[src/design/sorted_set_insert_remove_assert.svh]
// Assertion macros for the sorted set block.
`ifndef SORTED_SET_INSERT_REMOVE_ASSERT_SVH
`define SORTED_SET_INSERT_REMOVE_ASSERT_SVH

// Condition must hold at every clock edge out of reset.
`define SSIR_ASSERT_ALWAYS(label, clk, rstn, cond) \
    label: assert property (@(posedge clk) disable iff (!(rstn)) (cond)) \
        else $error("sorted set: invariant violated");

// When ante holds, cons must hold in the next cycle.
`define SSIR_ASSERT_NEXT(label, clk, rstn, ante, cons) \
    label: assert property (@(posedge clk) disable iff (!(rstn)) (ante) |=> (cons)) \
        else $error("sorted set: next-cycle check failed");

`endif

[src/design/ssir_pkg.sv]
`timescale 1ns / 1ps
package ssir_pkg;

    localparam int CAPACITY = 16;
    localparam int CNT_W    = $clog2(CAPACITY + 1);
    localparam int VAL_W    = 32;

    localparam logic OP_INSERT = 1'b0;
    localparam logic OP_REMOVE = 1'b1;

    localparam logic [1:0] ST_DONE    = 2'd0;
    localparam logic [1:0] ST_REFUSED = 2'd1;
    localparam logic [1:0] ST_FULL    = 2'd2;

    // Broadcast from the controller to every cell.
    typedef struct packed {
        logic                    cmp_en;
        logic                    ins_en;
        logic                    rem_en;
        logic                    descending;
        logic signed [VAL_W-1:0] value;
    } cell_ctl_t;

endpackage

[src/design/ssir_cell.sv]
`timescale 1ns / 1ps
module ssir_cell (
    input  logic                              aclk,
    input  ssir_pkg::cell_ctl_t               ctl,
    input  logic                              occupied,
    input  logic signed [ssir_pkg::VAL_W-1:0] left_entry,
    input  logic signed [ssir_pkg::VAL_W-1:0] right_entry,
    input  logic                              stop_in,
    input  logic                              found_in,
    output logic signed [ssir_pkg::VAL_W-1:0] entry,
    output logic                              stop_out,
    output logic                              found_out
);

    logic signed [ssir_pkg::VAL_W-1:0] entry_reg;
    logic                              prec_reg;
    logic                              eq_reg;
    logic                              first;

    // first: this cell is the search position (first entry not preceding value)
    assign first     = !stop_in && !prec_reg;
    assign stop_out  = stop_in || !prec_reg;
    assign found_out = found_in || (first && eq_reg);
    assign entry     = entry_reg;

    always_ff @(posedge aclk) begin
        if (ctl.cmp_en) begin
            prec_reg <= occupied && (ctl.descending ? (entry_reg > ctl.value)
                                                    : (entry_reg < ctl.value));
            eq_reg   <= occupied && (entry_reg == ctl.value);
        end
        if (ctl.ins_en) begin
            if (first) begin
                entry_reg <= ctl.value;
            end else if (stop_in) begin
                entry_reg <= left_entry;
            end
        end else if (ctl.rem_en && (first || stop_in)) begin
            entry_reg <= right_entry;
        end
    end

endmodule

[src/design/sorted_set_insert_remove.sv]
`timescale 1ns / 1ps
// Channel  | ports                                   | direction
// ---------+-----------------------------------------+----------
// s_       | s_valid s_ready s_opcode s_value        | in
// m_       | m_valid m_ready m_status m_entry_count  | out
// cfg_     | cfg_we cfg_wdata (order_descending)     | in
//
// Each item is accepted, compared in all cells, then committed with the shift.
// The search position ripples through the row of cells in the commit cycle.
// Reset (aresetn, synchronous) empties the set and selects ascending order.
// A result waiting in the output register holds the current item in the
// commit step; s_ready stays low until that item commits.
module sorted_set_insert_remove (
    input  logic                              aclk,
    input  logic                              aresetn,
    input  logic                              s_valid,
    output logic                              s_ready,
    input  logic                              s_opcode,
    input  logic signed [ssir_pkg::VAL_W-1:0] s_value,
    output logic                              m_valid,
    input  logic                              m_ready,
    output logic [1:0]                        m_status,
    output logic [ssir_pkg::CNT_W-1:0]        m_entry_count,
    input  logic                              cfg_we,
    input  logic                              cfg_wdata
);

`include "sorted_set_insert_remove_assert.svh"

    localparam int N = ssir_pkg::CAPACITY;
    localparam int W = ssir_pkg::CNT_W;

    typedef enum logic [1:0] {
        S_IDLE,
        S_CMP,
        S_COMMIT
    } state_t;

    state_t                            state_reg;
    logic                              desc_reg;
    logic                              op_reg;
    logic signed [ssir_pkg::VAL_W-1:0] value_reg;
    logic [W-1:0]                      count_reg;
    logic [W-1:0]                      count_next;
    logic                              m_valid_reg;
    logic [1:0]                        status_reg;
    logic [1:0]                        status_next;
    logic [W-1:0]                      m_count_reg;

    ssir_pkg::cell_ctl_t               ctl;
    logic                              commit_go;
    logic                              found;
    logic                              full;

    // Chain signals between neighboring cells
    logic signed [ssir_pkg::VAL_W-1:0] entry [N];
    logic [N:0]                        stop_chain;
    logic [N:0]                        found_chain;

    assign s_ready       = (state_reg == S_IDLE);
    assign m_valid       = m_valid_reg;
    assign m_status      = status_reg;
    assign m_entry_count = m_count_reg;

    // Commit only once the output register is free (or being drained now)
    assign commit_go = (state_reg == S_COMMIT) && (!m_valid_reg || m_ready);
    assign found     = found_chain[N];
    assign full      = (count_reg >= W'(N));

    assign ctl.cmp_en     = (state_reg == S_CMP);
    assign ctl.ins_en     = commit_go && (op_reg == ssir_pkg::OP_INSERT) && !found && !full;
    assign ctl.rem_en     = commit_go && (op_reg == ssir_pkg::OP_REMOVE) && found;
    assign ctl.descending = desc_reg;
    assign ctl.value      = value_reg;

    assign stop_chain[0]  = 1'b0;
    assign found_chain[0] = 1'b0;

    genvar gi;
    generate
        for (gi = 0; gi < N; gi++) begin : g_cell
            // Ends of the row: the value stands in for a missing neighbor,
            // it is never kept as an entry of the set (see the cell's select terms).
            logic signed [ssir_pkg::VAL_W-1:0] left_w;
            logic signed [ssir_pkg::VAL_W-1:0] right_w;
            if (gi == 0) begin : g_l0
                assign left_w = value_reg;
            end else begin : g_ln
                assign left_w = entry[gi-1];
            end
            if (gi == N - 1) begin : g_rl
                assign right_w = value_reg;
            end else begin : g_rn
                assign right_w = entry[gi+1];
            end

            ssir_cell u_cell (
                .aclk        (aclk),
                .ctl         (ctl),
                .occupied    (W'(gi) < count_reg),
                .left_entry  (left_w),
                .right_entry (right_w),
                .stop_in     (stop_chain[gi]),
                .found_in    (found_chain[gi]),
                .entry       (entry[gi]),
                .stop_out    (stop_chain[gi+1]),
                .found_out   (found_chain[gi+1])
            );
        end
    endgenerate

    // Status and new count of the item in the commit cycle
    always_comb begin
        count_next  = count_reg;
        status_next = ssir_pkg::ST_DONE;
        if (op_reg == ssir_pkg::OP_INSERT) begin
            if (found) begin
                status_next = ssir_pkg::ST_REFUSED;
            end else if (full) begin
                status_next = ssir_pkg::ST_FULL;
            end else begin
                count_next = count_reg + W'(1);
            end
        end else begin
            if (!found) begin
                status_next = ssir_pkg::ST_REFUSED;
            end else begin
                count_next = count_reg - W'(1);
            end
        end
    end

    always_ff @(posedge aclk) begin
        if (!aresetn) begin
            state_reg   <= S_IDLE;
            desc_reg    <= 1'b0;
            count_reg   <= '0;
            m_valid_reg <= 1'b0;
            status_reg  <= ssir_pkg::ST_DONE;
            m_count_reg <= '0;
        end else begin
            if (cfg_we) begin
                desc_reg <= cfg_wdata;
            end
            // A new result replaces one drained in the same cycle
            if (commit_go) begin
                m_valid_reg <= 1'b1;
            end else if (m_ready) begin
                m_valid_reg <= 1'b0;
            end
            case (state_reg)
                S_IDLE: begin
                    if (s_valid) begin
                        state_reg <= S_CMP;
                    end
                end
                S_CMP: begin
                    state_reg <= S_COMMIT;
                end
                S_COMMIT: begin
                    if (commit_go) begin
                        state_reg   <= S_IDLE;
                        count_reg   <= count_next;
                        status_reg  <= status_next;
                        m_count_reg <= count_next;
                    end
                end
                default: begin
                    state_reg <= S_IDLE;
                end
            endcase
        end
    end

    // Payload registers
    always_ff @(posedge aclk) begin
        if (s_valid && s_ready) begin
            op_reg    <= s_opcode;
            value_reg <= s_value;
        end
    end

    `SSIR_ASSERT_ALWAYS(a_count_bound, aclk, aresetn, count_reg <= W'(N))
    `SSIR_ASSERT_ALWAYS(a_no_status3, aclk, aresetn, !m_valid_reg || (status_reg != 2'd3))
    `SSIR_ASSERT_ALWAYS(a_full_count, aclk, aresetn,
        !m_valid_reg || (status_reg != ssir_pkg::ST_FULL) || (m_count_reg == W'(N)))
    `SSIR_ASSERT_NEXT(a_ins_grows, aclk, aresetn, ctl.ins_en, count_reg == $past(count_reg) + W'(1))
    `SSIR_ASSERT_NEXT(a_one_at_a_time, aclk, aresetn, s_valid && s_ready, !s_ready)

endmodule
[config.mk]
export PLATFORM = sky130hd
export DESIGN_NAME = sorted_set_insert_remove
export DESIGN_NICKNAME = d
export VERILOG_FILES = /design/src/design/ssir_pkg.sv /design/src/design/ssir_cell.sv /design/src/design/sorted_set_insert_remove.sv
export VERILOG_INCLUDE_DIRS = /design/src /design/src/design
export SDC_FILE = /design/constraint.sdc
export NUM_CORES = 2
export LEC_CHECK = 0
export BUFFER_PORTS_ARGS = -buffer_cell sky130_fd_sc_hd__clkbuf_2
export CORE_AREA = 2 2 265 267
export DETAILED_ROUTE_END_ITERATION = 8
export DIE_AREA = 0 0 267 269
export PLACE_DENSITY = 0.82
export SLEW_MARGIN = 25
export SYNTH_ARGS = -nofsm -noshare
export SYNTH_HDL_FRONTEND = slang
export SYNTH_SLANG_ARGS = --single-unit
export TNS_END_PERCENT = 10
[constraint.sdc]
create_clock -name aclk -period 4.6 [get_ports aclk]
set_input_delay 0.46 -clock aclk [delete_from_list [all_inputs] [get_ports aclk]]
set_output_delay 0.46 -clock aclk [all_outputs]
set_load 0.1 [all_outputs]
* Word level (Yosys, flattened, before mapping)
Cells that the tools add are included.
** Storage, ports and cells
- Flip-flop bits (word level) :: 588
- Bits in latches :: 0
- Bits in writable memories :: 0
- Bits in read-only memories :: 0
- Input port bits :: 39
- Output and inout bits :: 9
- Word-level logic and storage cells :: 439
- Memories :: 0
** Cells by class
- Add/sub/neg operators :: 2
- Multiply operators :: 0
- Div/mod/pow operators :: 0
- $lt $le $gt $ge :: 49
- Equality and inequality tests :: 39
- Shift operators :: 0
- Muxes and demuxes :: 92
- Bitwise operators :: 1
- Reductions and logical operators :: 201
** Operators with widths (count)
- 2-to-1 mux 32 bit :: 63
- == test 32 bit :: 16
- > comparator 32 bit :: 16
- < comparator 32 bit :: 16
- logical AND 1 bit :: 86
- logical OR 1 bit :: 45
- != test 3 x 1 -> 1 bit (second input constant) :: 14
- < comparator 4 x 5 -> 1 bit (first input constant) :: 8
- AND reduction 2 bit :: 18
- nonzero test 2 bit :: 17
- logical NOT 1 bit :: 33
- < comparator 3 x 5 -> 1 bit (first input constant) :: 4
- 2-to-1 mux 5 bit :: 4
- 2-to-1 mux 1 bit :: 19
- < comparator 1 x 5 -> 1 bit (first input constant) :: 2
- < comparator 2 x 5 -> 1 bit (first input constant) :: 2
- 2-to-1 mux 2 bit :: 5
- != test 2 bit (second input constant) :: 5
- case mux 2 bit (3 select lines) :: 1
- adder 5 x 1 -> 5 bit (second input constant) :: 1
- >= comparator 5 bit (second input constant) :: 1
- AND reduction 5 bit :: 1
- subtractor 5 x 1 -> 5 bit (second input constant) :: 1
- != test 3 x 2 -> 1 bit (second input constant) :: 1
- 5 further kinds :: 5

* Depth between registers and ports, before layout
- Depth after elaboration :: 24
- Mapped depth :: 16
- Gate-level depth less buffers :: 13

* Modules after synthesis
From an unflattened synthesis, not the netlist that was laid out.
** Second synthesis, totals
- Cells, all modules :: 4354
- Area total of the unflattened synthesis :: 43023.8 um^2
** Modules (own cells, without submodules)
- ssir_cell :: times used 16, cells each 264, area an instance 2580.0 um^2
- sorted_set_insert_remove :: times used 1, cells each 130, area an instance 1744.2 um^2

* Worst setup path after synthesis
OpenSTA, ideal clock, no wires.
- Path type :: register -> register
- Start :: register g_cell[0].u_cell.prec_reg
- End :: register g_cell[12].u_cell.entry_reg, in the netlist g_cell[12].u_cell.entry[0], enable pin
- Library setup time :: 432 ps
- Arrival :: 4082 ps
- Required time :: 4168 ps
- Slack :: 86 ps
- Stages on the path, launching flop included :: 14
- Path buffers :: 5
- Period minus slack after synthesis :: 4514 ps
- Cells stage by stage :: edfxtp_1 buf_2 and4_1 buf_2 nand3_1 or3_1 nor3b_1 buf_2 a221oi_4 mux2i_1 or2_2 clkbuf_1 buf_2 a21oi_1
** Between the ends
- Longest elaborated chain between the ends :: 24
- Elaborated cells on any way between the ends :: 84
- Classes of those cells :: eq/ne (1); reduce/logical (83)
** Ends and longest elaborated chain
- start: declaration :: RTL line ssir_cell.sv:16 : logic prec_reg;
- start signal: assignment :: RTL line ssir_cell.sv:28 : prec_reg <= occupied && (ctl.descending ? (entry_reg > ctl.value)
- logical NOT 1 bit :: RTL line ssir_cell.sv:21, ssir_cell.sv:22
- logical OR 1 bit :: RTL line ssir_cell.sv:22 : assign stop_out = stop_in || !prec_reg;
- logical NOT 1 bit or logical OR 1 bit (tied branches) :: RTL line ssir_cell.sv:21, ssir_cell.sv:22
- logical AND 1 bit, or another cell as far along :: RTL line ssir_cell.sv:21 : assign first = !stop_in && !prec_reg;
- logical AND 1 bit, or another cell as far along :: RTL line ssir_cell.sv:23 : assign found_out = found_in || (first && eq_reg);
- logical OR 1 bit, or another cell as far along (12 in series) :: RTL line ssir_cell.sv:23
- logical OR 1 bit or logical AND 1 bit (tied branches) :: RTL line ssir_cell.sv:23
- logical OR 1 bit :: RTL line ssir_cell.sv:23
- logical NOT 1 bit
- logical AND 1 bit (2 in series) :: RTL line sorted_set_insert_remove.sv:71 : assign ctl.ins_en = commit_go && (op_reg == ssir_pkg::OP_INSERT) && !found && !full;
- != test 3 x 1 -> 1 bit (no source line) or nonzero test 2 bit (tied branches)
- AND reduction 2 bit (no source line) *
- end signal: assignment :: RTL line ssir_cell.sv:34 : entry_reg <= ctl.value;
- end signal: assignment :: RTL line ssir_cell.sv:36 : entry_reg <= left_entry;
- end signal: assignment :: RTL line ssir_cell.sv:39 : entry_reg <= right_entry;
- end: declaration :: RTL line ssir_cell.sv:15 : logic signed [ssir_pkg::VAL_W-1:0] entry_reg;
Every way passes the cells marked *; elsewhere a longest branch is shown, timed or not.
A chain may end at the register's enable or synchronous reset.

* Worst setup path after layout
- Start :: register g_cell[0].u_cell.prec_reg
- End :: register g_cell[15].u_cell.entry_reg, in the netlist g_cell[15].u_cell.entry[24], enable pin
** Between the ends
- Longest elaborated chain between the ends :: 24
- Elaborated cells on any way between the ends :: 84
- Classes of those cells :: eq/ne (1); reduce/logical (83)
** Ends and longest elaborated chain (RTL line)
- logical NOT 1 bit :: ssir_cell.sv:21, ssir_cell.sv:22
- logical OR 1 bit :: ssir_cell.sv:22
- logical NOT 1 bit or logical OR 1 bit (tied branches) :: ssir_cell.sv:21, ssir_cell.sv:22
- logical AND 1 bit, or another cell as far along :: ssir_cell.sv:21
- logical AND 1 bit, or another cell as far along :: ssir_cell.sv:23
- logical OR 1 bit, or another cell as far along (12 in series) :: ssir_cell.sv:23
- logical OR 1 bit or logical AND 1 bit (tied branches) :: ssir_cell.sv:23
- logical OR 1 bit :: ssir_cell.sv:23
- logical NOT 1 bit
- logical AND 1 bit (2 in series) :: sorted_set_insert_remove.sv:71
- != test 3 x 1 -> 1 bit (no source line) or nonzero test 2 bit (tied branches)
- AND reduction 2 bit (no source line) *
- end signal: assignment :: ssir_cell.sv:34
- end signal: assignment :: ssir_cell.sv:36
- end signal: assignment :: ssir_cell.sv:39
- end: declaration :: ssir_cell.sv:15
Marked as above.

==> results.md <==
* Global-route wire length before repair at 179.9 mm
* Non-filler instance count after layout at 4945
* Top-area cell type share of the netlist area at 42.96%
* PwrDens at 297.9 nW/um^2
* Area Overhead vs Synth at 9.753%
* Pre-antenna DRT Iters at 8
* Synth async-reset ratio at 0%
* GPL Wtd Cong at 0.9497
* Cell Area, Synth at 40330 um^2
* Leakage at 16.58 nW
* Distinct cells, synth at 68
* RSZ-0062 raised after global routing: no
* Number of max-cap violations at 0
* Rel. slew slack at 34.54%
* Worst-path clk slew at 60 ps
* Cts repair resizes at 0
* Boundary pin count at 48
* Complex-gate fraction of the synthesized area at 14.31%
* Detailed Route WL at 116.7 mm
* Number of synthesized flops with an enable pin at 577
* Setup_tns at 0 ps
* Critical Path Fanout Max at 32
* Initial antenna violation count at 0
* Post-Synth XOR/XNOR Area at 0.1520%
* Flops & latches, synth at 588
* Synth top area cells: edfxtp_1, ha_1, a21oi_1
* Fill count at 5187
* TritonCTS clock tree: built
* Max VDD drop at 0.2586 mV
* Die Height at 269 um
* Worst EP arrival at 4570 ps
* Pins Over Slew Limit at 0
* Dpl cells at 4815
* Ant diodes at 0
* Detailed placement HPWL at 84.27 mm
* Clk sink count at 588
* Max reg flops at 512
* Die width at 267 um
* Worst clock skew at 27.85 ps
* Mean Syn Cell Area at 10.29 um^2
* Final setup fails at 0
* CP endpoint kind: flip-flop
* Ratio of final minimum period to clock period at 94.18%
* Gr usage total at 32.28%
* Yosys warning total at 0
* Synthesized Nets at 4474
* Critical path type: reg2reg
* Antenna Nets Post-Route at 0
* Worst-Skew Late Latency at 620 ps
* Root Buffer: clkbuf_16
* Worst Max-Slew Pin Slew at 980.8 ps
* Nets at 4506
* Final instance area at 44270 um^2
* Residual DRC at 0
* Post-synthesis mux area share at 10.38%
* # H-tree levels at 3
* Area leader, netlist: edfxtp_1
* Critical Path RT at 4830 ps
* Sequential area share after synthesis at 43.50%
* Worst Hold Class: in2reg
* DRT iter0 DRCs at 4184
* Synth Area in Adders at 16.01%
* Mapped Cells at 3919
* Max Fclk at 230.8 MHz
* Remaining global-route overflow at 0
* CTS Buf Count at 67
* Vias in the first global route at 32.09k
* Port bufs at 47
* CP Launch Type: flip-flop
* Clock buffer depth at 3
* Initial Utilization at 58.20%
* Top_reg_cell synth: edfxtp_1
* Core Area at 69300 um^2
* Multi-input gate area at 21620 um^2
* Final hold vios at 0
* Die area at 71820 um^2
* Wire length per cell at 23.61 um
* Simple logic cell fraction of the synthesized area at 12.15%
* Placed Area at 41930 um^2
* Largest family of logic cells by synthesized area: adder cells
* Outcome: finished, final reports clean
* DR vias at 32.75k
* Num rows at 97
* Pin count of the biggest net entering global routing at 212
* Minimum clock period at 4332 ps
* Share of layout cells above drive strength 1 at 8.889%
* Routed vias/inst at 6.622
* FF/Latch Area at 17550 um^2
## per-stage QoR
stage	setup slack [ps]	hold slack [ps]	power (mW)	util, %
global route	193.9	13.13	13.55	63.88
global placement	515.3	541.2	7.546	60.48
finish	267.6	22.98	13.19	63.88
floorplan	85.57	508.5	7.092	-
CTS	395.5	1.745	13.17	63.83
detailed placement	418.4	561.1	7.613	60.50
## metal layers
layer  track usage, %  share of wire, %  vias up
li1                 -                 -    14850
met1            41.85                39    15640
met2            51.27                45     1852
met3            4.840               9.4      405
met4            19.88               6.4        0
met5                0                 0        -
## cell usage in the layout (no fill, tap or decap), types with 10 or more instances in the layout
master,n
clkinv_1,13
o21a_1,18
a21o_1,70
buf_4,111
or3_1,12
a31oi_1,10
and4_1,13
inv_1,71
nand2b_1,25
nand2_1,105
mux2_2,44
nor2_4,11
clkbuf_1,18
o21ai_0,76
mux2i_1,335
a211oi_1,20
a21oi_1,714
nand4_1,97
nor4_1,20
a2111oi_0,18
nor2b_1,29
buf_12,12
ha_1,516
clkbuf_16,70
o211ai_1,22
clkbuf_2,47
nor3_1,27
or2_2,11
mux2_1,30
nand3_1,39
nor2_1,657
dfxtp_1,10
edfxtp_1,577
## where the power goes
part           switching (mW)  total [mW]  internal [mW]  leakage (nW)
logic                   0.931        1.47          0.537          10.2
clock network            2.30        5.62           3.32          1.09
registers               0.125        6.10           5.98          5.33
total                    3.35        13.2           9.83          16.6
## critical path, cell delays in order (launching register included)
cell	delay (ps)
edfxtp_1	600
and4_1	490
nand3_1	270
or3_1	530
nor3b_2	290
a221oi_4	160
mux2i_1	160
or2_2	640
a31oi_4	270
buf_4	490
## what timing repair did
action	in CTS	in global routing
buffers inserted	0	0
hold buffers	6	0
hold endpoints to repair	6	0
endpoints found under the setup margin	0	0
## synthesized netlist by cell type, drive strengths merged (39+ instances only)
cell type / number
buf: 121
nor2: 668
nand4: 98
ha: 516
mux2i: 335
inv: 71
nand2: 105
a21o: 70
o21ai: 77
edfxtp: 577
a21oi: 720
nand3: 39
clkbuf: 94
mux2: 74
## worst paths after layout
| check | end | slack [ps] | cells after the start | from |
|---|---|---|---|---|
| hold reg to reg | m_valid$_SDFFE_PN0P_ | 570 | 2 | m_valid$_SDFFE_PN0P_ |
| hold / removal | g_cell[0].left_w[1]$_DFFE_PP_ | 20 | 1 | s_value[1] |
| setup reg to reg | g_cell[15].u_cell.entry[24]$_DFFE_PP_ | 270 | 9 | g_cell[0].u_cell.prec_reg$_DFFE_PN_ |
| setup / recovery | g_cell[15].u_cell.entry[24]$_DFFE_PP_ | 270 | 9 | g_cell[0].u_cell.prec_reg$_DFFE_PN_ |
## logic make-up after synthesis
kind of cell	count (synthesis)
adder cells (fa/ha/maj)	516
AND/OR/NAND/NOR	1090
XOR/XNOR	7
AO/OA/AOI/OAI	1023
buffers and inverters	286
flip-flops	588
multiplexers	409
## layout make-up
class / count / area share, %
timing repair buffer: 178 / 3.180
inverter: 71 / 0.6020
clock buffer: 89 / 4.141
clock inverter: 34 / 0.9468
tap: 940 / 2.657
multi-input combinational: 3045 / 48.83
sequential: 588 / 39.64
(Power assumes the default switching activity.)
